$ cat src/hw/rtl/spsc_pkg.sv
package spsc_pkg;

    // Command codes
    localparam logic [2:0] CMD_SET_LIMITS = 3'd0;
    localparam logic [2:0] CMD_PREPARE    = 3'd1;
    localparam logic [2:0] CMD_ATTACH     = 3'd2;
    localparam logic [2:0] CMD_DETACH     = 3'd3;
    localparam logic [2:0] CMD_MOVE       = 3'd4;
    localparam logic [2:0] CMD_TICK       = 3'd5;

    // Status codes
    localparam logic [2:0] STS_OK       = 3'd0;
    localparam logic [2:0] STS_ALREADY  = 3'd1;
    localparam logic [2:0] STS_BAD_CHAN = 3'd2;
    localparam logic [2:0] STS_NOT_PREP = 3'd3;
    localparam logic [2:0] STS_NO_GAP   = 3'd4;
    localparam logic [2:0] STS_NO_REF   = 3'd5;
    localparam logic [2:0] STS_FAULT    = 3'd6;

    // Configuration register indexes
    localparam logic [2:0] REG_ABS_MIN    = 3'd0;
    localparam logic [2:0] REG_ABS_MAX    = 3'd1;
    localparam logic [2:0] REG_MAX_STEP   = 3'd2;
    localparam logic [2:0] REG_CENTER     = 3'd3;
    localparam logic [2:0] REG_REF_WINDOW = 3'd4;

    // Reset values
    localparam logic [14:0] RST_ABS_MIN  = 15'd500;
    localparam logic [14:0] RST_ABS_MAX  = 15'd2500;
    localparam logic [14:0] RST_MAX_STEP = 15'd10;
    localparam logic [14:0] RST_CENTER   = 15'd1500;
    localparam logic [9:0]  RST_WINDOW   = 10'd50;

    localparam logic [14:0] PERIOD_US  = 15'd20000;
    localparam int          MAX_CHAN   = 8;
    localparam int          DUTY_BITS  = 12;
    // ceil(2^35 / 20000): reciprocal for the duty division
    localparam logic [20:0] DUTY_RECIP = 21'd1717987;
    localparam int          RECIP_SHIFT = 35;

    typedef struct packed {
        logic [2:0]  command;
        logic [2:0]  channel;
        logic [14:0] value_us;
        logic [14:0] hard_min_us;
        logic [14:0] hard_max_us;
        logic [14:0] soft_min_us;
        logic [14:0] soft_max_us;
        logic        gap_seen;
        logic        ref_level;
    } t_cmd_word;

    typedef struct packed {
        logic [2:0]           status;
        logic [2:0]           out_channel;
        logic [14:0]          pulse_us;
        logic [DUTY_BITS-1:0] duty;
        logic                 duty_update;
        logic [7:0]           attached_mask;
        logic [7:0]           fault_mask;
        logic                 ref_good;
        logic                 last;
    } t_res_word;

    typedef struct packed {
        logic [14:0] hard_lo;
        logic [14:0] hard_hi;
        logic [14:0] soft_lo;
        logic [14:0] soft_hi;
        logic [14:0] cmd_pos;
        logic [14:0] wr_pos;
        logic [14:0] prep_pos;
    } t_chan_rec;

    function automatic logic [14:0] clamp_us(
        input logic [14:0] abs_min,
        input logic [14:0] abs_max,
        input t_chan_rec   rec,
        input logic [14:0] us
    );
        logic [14:0] lo;
        logic [14:0] hi;
        logic [14:0] res;
        lo = abs_min;
        hi = abs_max;
        if (rec.hard_lo > lo) lo = rec.hard_lo;
        if (rec.hard_hi < hi) hi = rec.hard_hi;
        if (rec.soft_lo > lo) lo = rec.soft_lo;
        if (rec.soft_hi < hi) hi = rec.soft_hi;
        if (lo > hi) begin
            // fall back to hard window, then absolute window
            lo = (rec.hard_lo > abs_min) ? rec.hard_lo : abs_min;
            hi = (rec.hard_hi < abs_max) ? rec.hard_hi : abs_max;
            if (lo > hi) begin
                lo = abs_min;
                hi = abs_max;
            end
        end
        if (us < lo)      res = lo;
        else if (us > hi) res = hi;
        else              res = us;
        return res;
    endfunction

endpackage

$ cat src/hw/rtl/spsc_ram.sv
module spsc_ram #(
    parameter int WIDTH = 8,
    parameter int DEPTH = 8
) (
    input  logic                     i_clk,
    input  logic                     i_we,
    input  logic [$clog2(DEPTH)-1:0] i_waddr,
    input  logic [WIDTH-1:0]         i_wdata,
    input  logic [$clog2(DEPTH)-1:0] i_raddr,
    output logic [WIDTH-1:0]         o_rdata
);

    logic [WIDTH-1:0] r_mem [DEPTH];
    logic [WIDTH-1:0] r_rdata;

    always_ff @(posedge i_clk) begin
        if (i_we) begin
            r_mem[i_waddr] <= i_wdata;
        end
        r_rdata <= r_mem[i_raddr];
    end

    assign o_rdata = r_rdata;

endmodule

$ cat src/hw/rtl/servo_pulse_slew_controller.sv
// Servo pulse slew controller. Raise start with a command word while busy is
// low; the block answers with result words on o_res, each marked by o_strobe
// for exactly one cycle, and the receiver must take every word as it comes:
// there is no way to hold results off. Commands 0 to 4 and unknown codes give
// one word each; a frame tick gives CHANNELS words, starting with channel 0,
// one per pass through the states, the final one flagged by last; busy stays
// high until the final word is formed. Each word costs one channel-memory
// read, a clamp stage, a read-modify-write of the channel entry and three
// stages of reciprocal multiplication that turn the pulse into a duty value.
// Configuration writes are taken at any edge with i_cfg_we high but must only
// be issued while busy is low. Limit tables and positions come out of reset
// at the fixed reset values without any clearing pass.
module servo_pulse_slew_controller #(
    parameter int CHANNELS  = 5
) (
    input  logic                i_clk,
    input  logic                i_rst_n,
    input  logic                start,
    output logic                busy,
    input  spsc_pkg::t_cmd_word i_cmd,
    output logic                o_strobe,
    output spsc_pkg::t_res_word o_res,
    input  logic                i_cfg_we,
    input  logic [2:0]          i_cfg_idx,
    input  logic [14:0]         i_cfg_data
);

    localparam logic [16:0] DUTY_MAX = 17'((1 << spsc_pkg::DUTY_BITS) - 1);
    localparam logic [2:0]  LAST_CH  = 3'(CHANNELS - 1);

    typedef enum logic [6:0] {
        ST_IDLE  = 7'b0000001,
        ST_RD    = 7'b0000010,
        ST_CALC  = 7'b0000100,
        ST_APPLY = 7'b0001000,
        ST_MUL   = 7'b0010000,
        ST_REC   = 7'b0100000,
        ST_FIX   = 7'b1000000
    } t_state;

    t_state r_state, n_state;

    // configuration; the centre only shapes the reset record
    logic [14:0] r_abs_min, r_abs_max, r_max_step;
    logic [9:0]  r_window;

    // flag state
    logic [7:0] r_prep, r_att, r_fault, n_prep, n_att, n_fault;
    logic       r_ref_ok, r_saw_hi, r_saw_lo;
    logic [9:0] r_tick_cnt;
    logic [7:0] r_vld;

    // working registers
    spsc_pkg::t_cmd_word r_in;
    logic                r_tick;
    logic [2:0]          r_ch;
    spsc_pkg::t_chan_rec r_rec;
    logic [14:0]         r_ga, r_gb;
    logic [2:0]          r_status, n_status;
    logic [14:0]         r_pulse, n_pulse;
    logic                r_upd, n_upd;
    logic                r_last, n_last;
    logic [30:0]         r_x;
    logic [16:0]         r_qe;
    logic                r_strobe;
    spsc_pkg::t_res_word r_res;

    // memory
    spsc_pkg::t_chan_rec ram_rdata, ram_wdata, cur_rec, eff_rec, n_rec;
    logic                ram_we;

    spsc_ram #(
        .WIDTH ($bits(spsc_pkg::t_chan_rec)),
        .DEPTH (spsc_pkg::MAX_CHAN)
    ) u_chan_ram (
        .i_clk   (i_clk),
        .i_we    (ram_we),
        .i_waddr (r_ch),
        .i_wdata (ram_wdata),
        .i_raddr (r_ch),
        .o_rdata (ram_rdata)
    );

    logic accept;
    logic good_ch;
    assign accept  = start && !busy;
    assign busy    = (r_state != ST_IDLE);
    assign good_ch = ({1'b0, r_ch} < 4'(CHANNELS));

    // entries never written read as the reset record
    always_comb begin
        if (r_vld[r_ch]) begin
            cur_rec = ram_rdata;
        end else begin
            cur_rec.hard_lo  = spsc_pkg::RST_ABS_MIN;
            cur_rec.hard_hi  = spsc_pkg::RST_ABS_MAX;
            cur_rec.soft_lo  = spsc_pkg::RST_ABS_MIN;
            cur_rec.soft_hi  = spsc_pkg::RST_ABS_MAX;
            cur_rec.cmd_pos  = spsc_pkg::RST_CENTER;
            cur_rec.wr_pos   = spsc_pkg::RST_CENTER;
            cur_rec.prep_pos = spsc_pkg::RST_CENTER;
        end
        eff_rec = cur_rec;
        if (!r_tick && r_in.command == spsc_pkg::CMD_SET_LIMITS) begin
            eff_rec.hard_lo = r_in.hard_min_us;
            eff_rec.hard_hi = r_in.hard_max_us;
            eff_rec.soft_lo = r_in.soft_min_us;
            eff_rec.soft_hi = r_in.soft_max_us;
        end
    end

    // slew arithmetic
    logic signed [16:0] diff, step, ms;
    logic        [14:0] slewed;
    always_comb begin
        diff = 17'($signed({2'b00, r_ga})) - 17'($signed({2'b00, r_rec.wr_pos}));
        ms   = $signed({2'b00, r_max_step});
        if (diff > ms)       step = ms;
        else if (diff < -ms) step = -ms;
        else                 step = diff;
        slewed = 15'(r_rec.wr_pos + 15'(step));
    end

    // command execution
    logic [7:0] bitm;
    always_comb begin
        bitm     = 8'(1) << r_ch;
        n_rec    = r_rec;
        n_prep   = r_prep;
        n_att    = r_att;
        n_fault  = r_fault;
        n_status = spsc_pkg::STS_OK;
        n_pulse  = r_rec.wr_pos;
        n_upd    = 1'b0;
        n_last   = 1'b1;
        ram_we   = 1'b0;
        if (r_tick) begin
            n_last = (r_ch == LAST_CH);
            if ((r_att & bitm) != 8'd0 && diff != 17'sd0) begin
                n_rec.wr_pos = slewed;
                n_upd        = 1'b1;
            end
            n_pulse = n_rec.wr_pos;
            ram_we  = (r_state == ST_APPLY);
        end else if (r_in.command == spsc_pkg::CMD_ATTACH && !r_ref_ok) begin
            n_status = spsc_pkg::STS_NO_REF;
            n_pulse  = good_ch ? r_rec.wr_pos : 15'd0;
        end else if (r_in.command > spsc_pkg::CMD_TICK || !good_ch) begin
            n_status = spsc_pkg::STS_BAD_CHAN;
            n_pulse  = 15'd0;
        end else begin
            ram_we = (r_state == ST_APPLY);
            case (r_in.command)
                spsc_pkg::CMD_SET_LIMITS: begin
                    n_rec.cmd_pos = r_ga;
                    if ((r_prep & bitm) != 8'd0 && (r_att & bitm) == 8'd0
                            && r_gb != r_rec.prep_pos) begin
                        n_rec.prep_pos = r_gb;
                        n_upd          = 1'b1;
                    end
                    n_pulse = n_rec.prep_pos;
                end
                spsc_pkg::CMD_PREPARE: begin
                    if ((r_att & bitm) != 8'd0) begin
                        n_status = spsc_pkg::STS_ALREADY;
                    end else begin
                        n_rec.prep_pos = r_ga;
                        n_prep         = r_prep | bitm;
                        n_upd          = 1'b1;
                    end
                    n_pulse = n_rec.prep_pos;
                end
                spsc_pkg::CMD_ATTACH: begin
                    if ((r_att & bitm) != 8'd0) begin
                        n_status = spsc_pkg::STS_ALREADY;
                    end else if ((r_prep & bitm) == 8'd0) begin
                        n_status = spsc_pkg::STS_NOT_PREP;
                    end else if (!r_in.gap_seen) begin
                        n_status = spsc_pkg::STS_NO_GAP;
                    end else begin
                        n_att         = r_att | bitm;
                        n_prep        = r_prep & ~bitm;
                        n_rec.cmd_pos = r_rec.prep_pos;
                        n_rec.wr_pos  = r_rec.prep_pos;
                    end
                    n_pulse = n_rec.wr_pos;
                end
                spsc_pkg::CMD_DETACH: begin
                    if ((r_att & bitm) == 8'd0) begin
                        n_prep = r_prep & ~bitm;
                    end else if (!r_in.gap_seen) begin
                        n_fault  = r_fault | bitm;
                        n_status = spsc_pkg::STS_FAULT;
                    end else begin
                        n_att   = r_att & ~bitm;
                        n_prep  = r_prep & ~bitm;
                        n_fault = r_fault & ~bitm;
                    end
                end
                default: begin
                    n_rec.cmd_pos = r_ga;
                end
            endcase
        end
    end

    assign ram_wdata = n_rec;

    // sequencing
    always_comb begin
        n_state = r_state;
        case (r_state)
            ST_IDLE:  if (accept) n_state = ST_RD;
            ST_RD:    n_state = ST_CALC;
            ST_CALC:  n_state = ST_APPLY;
            ST_APPLY: n_state = ST_MUL;
            ST_MUL:   n_state = ST_REC;
            ST_REC:   n_state = ST_FIX;
            ST_FIX:   n_state = (r_tick && !r_last) ? ST_RD : ST_IDLE;
            default:  n_state = ST_IDLE;
        endcase
    end

    // duty correction: the reciprocal estimate is at most one too high
    logic [31:0] qe_back;
    logic [16:0] q_fix;
    logic [14:0] p_lim;
    assign qe_back = 32'(r_qe) * 32'(spsc_pkg::PERIOD_US);
    assign q_fix   = (qe_back > 32'(r_x)) ? r_qe - 17'd1 : r_qe;
    assign p_lim   = (r_pulse > spsc_pkg::PERIOD_US) ? spsc_pkg::PERIOD_US : r_pulse;

    // reference supervision, evaluated as a tick is accepted
    logic [9:0] cnt_inc;
    logic       saw_hi_n, saw_lo_n;
    assign cnt_inc  = r_tick_cnt + 10'd1;
    assign saw_hi_n = r_saw_hi | i_cmd.ref_level;
    assign saw_lo_n = r_saw_lo | !i_cmd.ref_level;

    always_ff @(posedge i_clk) begin
        if (!i_rst_n) begin
            r_state    <= ST_IDLE;
            r_abs_min  <= spsc_pkg::RST_ABS_MIN;
            r_abs_max  <= spsc_pkg::RST_ABS_MAX;
            r_max_step <= spsc_pkg::RST_MAX_STEP;
            r_window   <= spsc_pkg::RST_WINDOW;
            r_prep     <= '0;
            r_att      <= '0;
            r_fault    <= '0;
            r_ref_ok   <= 1'b0;
            r_saw_hi   <= 1'b0;
            r_saw_lo   <= 1'b0;
            r_tick_cnt <= '0;
            r_vld      <= '0;
            r_strobe   <= 1'b0;
        end else begin
            r_state  <= n_state;
            r_strobe <= (r_state == ST_FIX);
            if (i_cfg_we) begin
                case (i_cfg_idx)
                    spsc_pkg::REG_ABS_MIN:    r_abs_min  <= i_cfg_data;
                    spsc_pkg::REG_ABS_MAX:    r_abs_max  <= i_cfg_data;
                    spsc_pkg::REG_MAX_STEP:   r_max_step <= i_cfg_data;
                    spsc_pkg::REG_CENTER:     ;
                    spsc_pkg::REG_REF_WINDOW: r_window   <= i_cfg_data[9:0];
                    default: ;
                endcase
            end
            if (accept && i_cmd.command == spsc_pkg::CMD_TICK) begin
                if (cnt_inc >= r_window) begin
                    r_ref_ok   <= saw_hi_n & saw_lo_n;
                    r_saw_hi   <= 1'b0;
                    r_saw_lo   <= 1'b0;
                    r_tick_cnt <= '0;
                end else begin
                    r_saw_hi   <= saw_hi_n;
                    r_saw_lo   <= saw_lo_n;
                    r_tick_cnt <= cnt_inc;
                end
            end
            if (r_state == ST_APPLY) begin
                r_prep  <= n_prep;
                r_att   <= n_att;
                r_fault <= n_fault;
                if (ram_we) r_vld[r_ch] <= 1'b1;
            end
        end
    end

    // payload path
    always_ff @(posedge i_clk) begin
        case (r_state)
            ST_IDLE: begin
                r_in   <= i_cmd;
                r_tick <= (i_cmd.command == spsc_pkg::CMD_TICK);
                r_ch   <= (i_cmd.command == spsc_pkg::CMD_TICK) ? 3'd0 : i_cmd.channel;
            end
            ST_CALC: begin
                r_rec <= eff_rec;
                r_ga  <= spsc_pkg::clamp_us(r_abs_min, r_abs_max, eff_rec,
                         (r_tick || r_in.command == spsc_pkg::CMD_SET_LIMITS)
                         ? eff_rec.cmd_pos : r_in.value_us);
                r_gb  <= spsc_pkg::clamp_us(r_abs_min, r_abs_max, eff_rec,
                                            eff_rec.prep_pos);
            end
            ST_APPLY: begin
                r_status <= n_status;
                r_pulse  <= n_pulse;
                r_upd    <= n_upd;
                r_last   <= n_last;
            end
            ST_MUL: begin
                r_x <= 31'(32'(p_lim) * 32'(DUTY_MAX));
            end
            ST_REC: begin
                r_qe <= 17'((52'(r_x) * 52'(spsc_pkg::DUTY_RECIP))
                            >> spsc_pkg::RECIP_SHIFT);
            end
            ST_FIX: begin
                r_res.status        <= r_status;
                r_res.out_channel   <= r_tick ? r_ch : r_in.channel;
                r_res.pulse_us      <= r_pulse;
                r_res.duty          <= q_fix[spsc_pkg::DUTY_BITS-1:0];
                r_res.duty_update   <= r_upd;
                r_res.attached_mask <= r_att;
                r_res.fault_mask    <= r_fault;
                r_res.ref_good      <= r_ref_ok;
                r_res.last          <= r_last;
                if (r_tick && !r_last) r_ch <= r_ch + 3'd1;
            end
            default: ;
        endcase
    end

    assign o_strobe = r_strobe;
    assign o_res    = r_res;

    a_strobe_after_fix: assert property (@(posedge i_clk) disable iff (!i_rst_n)
        o_strobe |-> $past(r_state == ST_FIX))
        else $error("strobe without a finished word");

    a_last_idle: assert property (@(posedge i_clk) disable iff (!i_rst_n)
        (o_strobe && o_res.last) |-> (r_state == ST_IDLE))
        else $error("final word while still busy");

    a_accept_reads: assert property (@(posedge i_clk) disable iff (!i_rst_n)
        accept |=> (r_state == ST_RD))
        else $error("accepted word did not start a read");

    a_fault_attached: assert property (@(posedge i_clk) disable iff (!i_rst_n)
        (r_fault & ~r_att) == 8'd0)
        else $error("fault flag on a detached channel");

    a_prep_att_disjoint: assert property (@(posedge i_clk) disable iff (!i_rst_n)
        (r_prep & r_att) == 8'd0)
        else $error("channel both prepared and attached");

endmodule
$ cat config.mk
export PLATFORM = sky130hd
export DESIGN_NAME = servo_pulse_slew_controller
export DESIGN_NICKNAME = d
export VERILOG_FILES = /design/src/hw/rtl/spsc_pkg.sv /design/src/hw/rtl/spsc_ram.sv /design/src/hw/rtl/servo_pulse_slew_controller.sv
export SDC_FILE = /design/constraint.sdc
export NUM_CORES = 2
export LEC_CHECK = 0
export BUFFER_PORTS_ARGS = -buffer_cell sky130_fd_sc_hd__buf_2
export CAP_MARGIN = 15
export CORE_ASPECT_RATIO = 1.75
export CORE_MARGIN = 2
export CORE_UTILIZATION = 45
export CTS_BUF_LIST = sky130_fd_sc_hd__clkbuf_8
export DETAILED_ROUTE_END_ITERATION = 7
export MAX_ROUTING_LAYER = met4
export PLACE_DENSITY = 0.68
export SKIP_CTS_REPAIR_TIMING = 1
export SYNTH_ARGS = -nofsm -noshare
export SYNTH_HDL_FRONTEND = slang
export SYNTH_SLANG_ARGS = --single-unit
$ cat constraint.sdc
create_clock -name i_clk -period 16.79 [get_ports i_clk]
set_input_delay 3.358 -clock i_clk [delete_from_list [all_inputs] [get_ports i_clk]]
set_output_delay 3.358 -clock i_clk [all_outputs]
set_load 0.01 [all_outputs]
---- Word level (Yosys, flattened, before mapping) ----
Memory sizes are Yosys's and may differ from the RTL's. A register that Yosys moved wholly into a read port is not among the register bits.
Cells that the tools add are included.
storage, ports and cells
  flip-flop bits (word level) ............. 441
  bits in latches ......................... 0
  bits in writable memories ............... 840
  bits in read-only memories .............. 0
  bits of input ports ..................... 105
  logic and storage cells ................. 252
  memories ................................ 1
memories
  name              words  bits a word  read ports  clocked after Yosys merged registers in  write ports  RTL line        source
  u_chan_ram.r_mem  8      105          1           1                                        1            spsc_ram.sv:13  logic [WIDTH-1:0] r_mem [DEPTH];
cells by class
  add/subtract/negate cells ............... 6
  multiply operators ...................... 3
  div/mod/pow operators ................... 0
  $lt $le $gt $ge ......................... 19
  eq/ne operators ......................... 25
  shift-type cells ........................ 1
  mux-type cells .......................... 92
  bitwise gates (word level) .............. 17
  reductions and logical operators ........ 39
operators with widths
  kind                    count
  $mux 15                 33
  $mux 105                1
  $gt 15x15->1            6
  $mux 30                 3
  $mux 45                 2
  $mux 8                  11
  $lt 15x15->1            4
  $mux 60                 1
  $pmux 15 s2             2
  $pmux 7 s7              1
  $mul 27x21->48 const B  1
  $pmux 15 s3             1
  $and 8x8->8             5
  $gt 32x27->1            1
  $or 8x8->8              4
  $mux 3                  10
  $mul 15x12->27 const B  1
  $pmux 8 s3              1
  $mul 13x10->23 const B  1
  $lt 16x17->1            1
  $neg 15->17             1
  $reduce_bool 17->1      1
  $gt 16x16->1            1
  $logic_not 8->1         2
  other kinds (52)        107

---- Logic depth before layout (Yosys ltp) ----
  depth after elaboration ................. 16
  gate-level depth with buffers ........... 62

---- Hierarchy ----
A second synthesis with hierarchy kept.
unflattened totals
  cells, all modules ...................... 5641
  area total of the unflattened synthesis .. 76203.1 um^2
by module, submodules not included
  module                       instances  cells each  area an instance (um^2)  sequential area each (um^2)
  servo_pulse_slew_controller  1          4309        41959.0                  12161.7
  spsc_ram                     1          1332        34244.1                  27326.2

---- Worst setup path before layout ----
No wires, ideal clock.
  path type ............................... reg-to-reg
  start ................................... register r_tick
  end ..................................... register r_ga[7], data pin
  arrival ................................. 11.705 ns
  slack ................................... 4.806 ns
  stages on the path, launching flop included .. 60
  buffers on the path ..................... 16
  cell sequence ........................... edfxtp_1 -> nor4_1 -> clkbuf_1 -> buf_2 -> buf_1 -> clkbuf_1 -> clkbuf_1 -> clkbuf_1 -> nor2_1 -> a21oi_1 -> ha_1 -> and4_1 -> nand3_1 -> a211o_1 -> a31oi_4 -> clkbuf_1 -> clkbuf_1 -> nand2_1 -> [24 not listed] -> clkbuf_1 -> clkbuf_1 -> a21oi_1 -> ha_1 -> nor2b_1 -> o21ai_0 -> nand2b_1 -> a21oi_1 -> nor2b_1 -> o21ai_0 -> nand2b_1 -> a211oi_1 -> o41a_1 -> clkbuf_1 -> clkbuf_1 -> nor2_1 -> o211ai_1 -> o221ai_1
RTL lines
  what                      RTL line                            source
  start: declaration        servo_pulse_slew_controller.sv:55   logic r_tick;
  start signal: assignment  servo_pulse_slew_controller.sv:294  r_tick <= (i_cmd.command == spsc_pkg::CMD_TICK);
  end signal: assignment    servo_pulse_slew_controller.sv:299  r_ga <= spsc_pkg::clamp_us(r_abs_min, r_abs_max, eff_rec,
  end: declaration          servo_pulse_slew_controller.sv:58   logic [14:0] r_ga, r_gb;

==> impl_metrics.yaml <==
critical_path:
  slowest_delay_ns: 0.84
  r2r-start: "r_ch[2]"
  crit_path_max_fanout: 28
  slowest_stage: "edfxtp_1"
  reg2reg_to: "r_ga[1]"
  required_ns: 17.44
  endpoint_kind: "flop"
  path_class: "flop to flop"
  setup.worst_path.start_class: "flop"
  reg2reg_depth: 42
  worst-r2r-setup-slack_ns: 4.39
  critPathArrivalTime_ns: 13.05
logic_synthesis:
  ys_top_cells_by_area: "edfxtp_1 48%, ha_1 9.7%, fa_1 9.4%"
  synth_edf_count: 1173
  synth_cell_type_count: 97
  yosys.area_share.simple_pct: 7.56
  syn_area_per_cell_sq_um: 12.4
  yosysMostFrequentCell: "edfxtp_1"
  synth_xor_area_share_pct: 1.44
  ys.warnings.count: 0
  synth_top_family_by_area: "adder cells"
  ys_seq_area_share_pct: 53.7
  yosys.area.top_type: "edfxtp_1"
  ys_seq_elements: 1386
  synth_area_sq_um: 73500
  synthMuxAreaShare_pct: 1.03
  synth_common_cells: "1173 x edfxtp_1, 689 x inv_1, 567 x ha_1, 424 x a22oi_1, 376 x nand2_1"
  async_reset_ff_share_pct: 0
  synth.top_cell.area_share_pct: 47.9
  synthAdderAreaFrac_pct: 19.1
  synthCells: 5925
  synth_nets: 6942
  synth_compound_area_share_pct: 12.4
  synth_top_flop_cell: "edfxtp_1"
hold_path:
  worstHoldStart: "r_upd"
  hold_depth: 0
  hold_class: "flop to flop"
  whs_endpoint: "o_res[18]"
clock_tree:
  clk_latency_ns: 0.96
  cts_made_buffers: 190
  cts_max_level: 4
  cts_tree: "done"
  clk_pin_slew_ns: 0.07
  cts_sinks: 1386
  cts_max_path_buffers: 3
  cts-root-buf: "clkbuf_8"
job:
  cap_viol_max_count: 0
sta:
  hold_violations: 0
  fin_crit_sh_pct: 73.8
  finalSetupViolations: 0
  clock-skew-final_ns: 0.0692
  post-route-min-period_ns: 12.40
  maxSlewHeadroom_pct: 12.5
  slew_violations: 0
  max_freq_mhz: 80.7
  rsz0062_at_grt: "no"
  worst_pin_slew_ns: 1.30
  tns_ns: 0
status:
  status: "complete, no violations"
global_route:
  grt_pass1_wl_microns: 334000
  grt_util_all_layers_pct: 28.6
  grt_max_degree: 77
  antenna_found_initial: 11
  grt_pass1_vias: 51700
  grt.overflow.total: 0
route:
  routed-via-count: 50000
  wire_per_inst_microns: 27.0
  ant_nets: 0
  drt_iter0_markers: 3939
  vias_per_cell: 5.87
  routed_wl_microns: 230000
  drc: 0
  dr.pass1.iters: 8
floorplanning:
  die_y_microns: 539
  core_sq_um: 163000
  die-area_sq_um: 167000
  io_pins: 159
  initial_utilization_pct: 45.2
  fp.dieW_microns: 309
  rows: 196
power:
  power.density_nw_per_um2: 131
  power.leakage_nw: 31.9
  p_clk_share_pct: 26.0
  swShare_pct: 37.6
  power_switching_mw: 4.02
  pwr-share-comb_pct: 35.1
  p_seq_share_pct: 38.9
  p_int_mw: 6.65
  ir_worst_vdd_mv: 0.168
cells_and_area:
  drive_above_1_share_pct: 10.0
  area_growth_pct: 10.7
  instances_no_fill: 8519
  layout.nets: 7183
placed_design:
  gp_congestion: 1.07
  place_inst: 8146
  io_buffers: 158
  dp_hpwl_microns: 169000
[how the worst max path moves through the flow]
| stage | depth (start not counted) | startpoint | slack (ns) | end |
|---|---|---|---|---|
| floorplan | 59 | r_tick | 4.81 | r_ga[7] |
| global placement | 40 | r_ch[0] | 4.69 | r_gb[2] |
| detailed placement | 40 | r_ch[2] | 4.42 | r_gb[2] |
| CTS | 40 | r_ch[2] | 4.38 | r_gb[2] |
| global route | 46 | r_ch[0] | 3.58 | r_ga[2] |
| finish | 42 | r_ch[2] | 4.39 | r_ga[1] |
[layout make-up]
type,count,area [sq um]
fillers,14100,81300
flip-flops and latches,1386,39500
multi-input cells,3631,30700
clock buffers,214,2950
well taps,2178,2730
inverters,690,2590
repair buffers,267,1640
clock inverters,147,1210
diodes,6,15.0
[state kept, by name, summed over array words and instances, names as in the netlist, 7 cells and up, named ones only]
register and cells:
r_window 10, r_ga 15, r_prep 8, u_chan_ram.o_rdata 105
r_abs_min 15, r_qe 13, r_pulse 15, u_chan_ram.r_mem 840
r_state 7, r_vld 8, r_in 82, n_rec 60
r_x 27, r_abs_max 15, r_tick_cnt 10, r_gb 15
r_max_step 15, r_rec 45, o_res 52
[power by group through the flow]
stage / Clock [mW] / Combinational (mW) / Sequential [mW]
CTS: 2.82 / 3.67 / 4.15
detailed placement: 0 / 3.66 / 4.22
finish: 2.78 / 3.74 / 4.15
floorplan: 0 / 2.49 / 4.11
global placement: 0 / 3.64 / 4.22
global route: 2.95 / 4.06 / 4.15
[placed cells by master, fill, tap and decap left out, drive strengths merged, types with 43 or more instances in the layout]
cell / count
mux2i: 54
clkbuf: 216
dfxtp: 213
buf: 265
nand2: 376
nand3: 56
a21o: 59
inv: 759
nand2b: 43
nor3: 47
edfxtp: 1173
ha: 567
a22oi: 424
clkinv: 60
fa: 345
a21oi: 281
nand4: 137
xnor2: 93
o21ai: 242
o211ai: 44
nor2: 328
a211oi: 47
[cell families after synthesis]
family / count (synthesis)
XOR/XNOR: 121
flip-flops: 1386
AND/OR/NAND/NOR: 1174
AO/OA/AOI/OAI: 1346
buffers and inverters: 908
adder cells (fa/ha/maj): 917
multiplexers: 73
[stage by stage]
step	hold WS, ns	utilization, %	total power [mW]	cell area (sq um)	setup slack (ns)
6_report	0.428	50.0	10.7	81300	4.39
5_1_grt	0.440	50.0	11.2	81300	3.58
4_1_cts	0.430	50.0	10.6	81200	4.38
3_5_place_dp	0.413	47.4	7.87	77100	4.42
3_3_place_gp	0.403	47.4	7.86	77100	4.69
2_1_floorplan	0.400	-	6.60	73500	4.81
[per-layer routing]
| layer | vias up | share of wire [%] | track usage, % |
|---|---|---|---|
| met5 | - | 0 | - |
| met4 | 0 | 9.2 | 22.1 |
| met3 | 780 | 5.5 | 4.26 |
| met2 | 2211 | 53 | 50.7 |
| met1 | 24800 | 32 | 27.5 |
| li1 | 22200 | - | - |
[critical path: cells and delay by family, from the launching register on]
kind	cells	cell delay [ns]
fa+ha+maj	4	1.29
compound gates	19	5.61
simple gates	15	3.13
flops	1	0.84
buf+inv	4	1.18
Note: power is estimated with default switching activity, not from simulation.
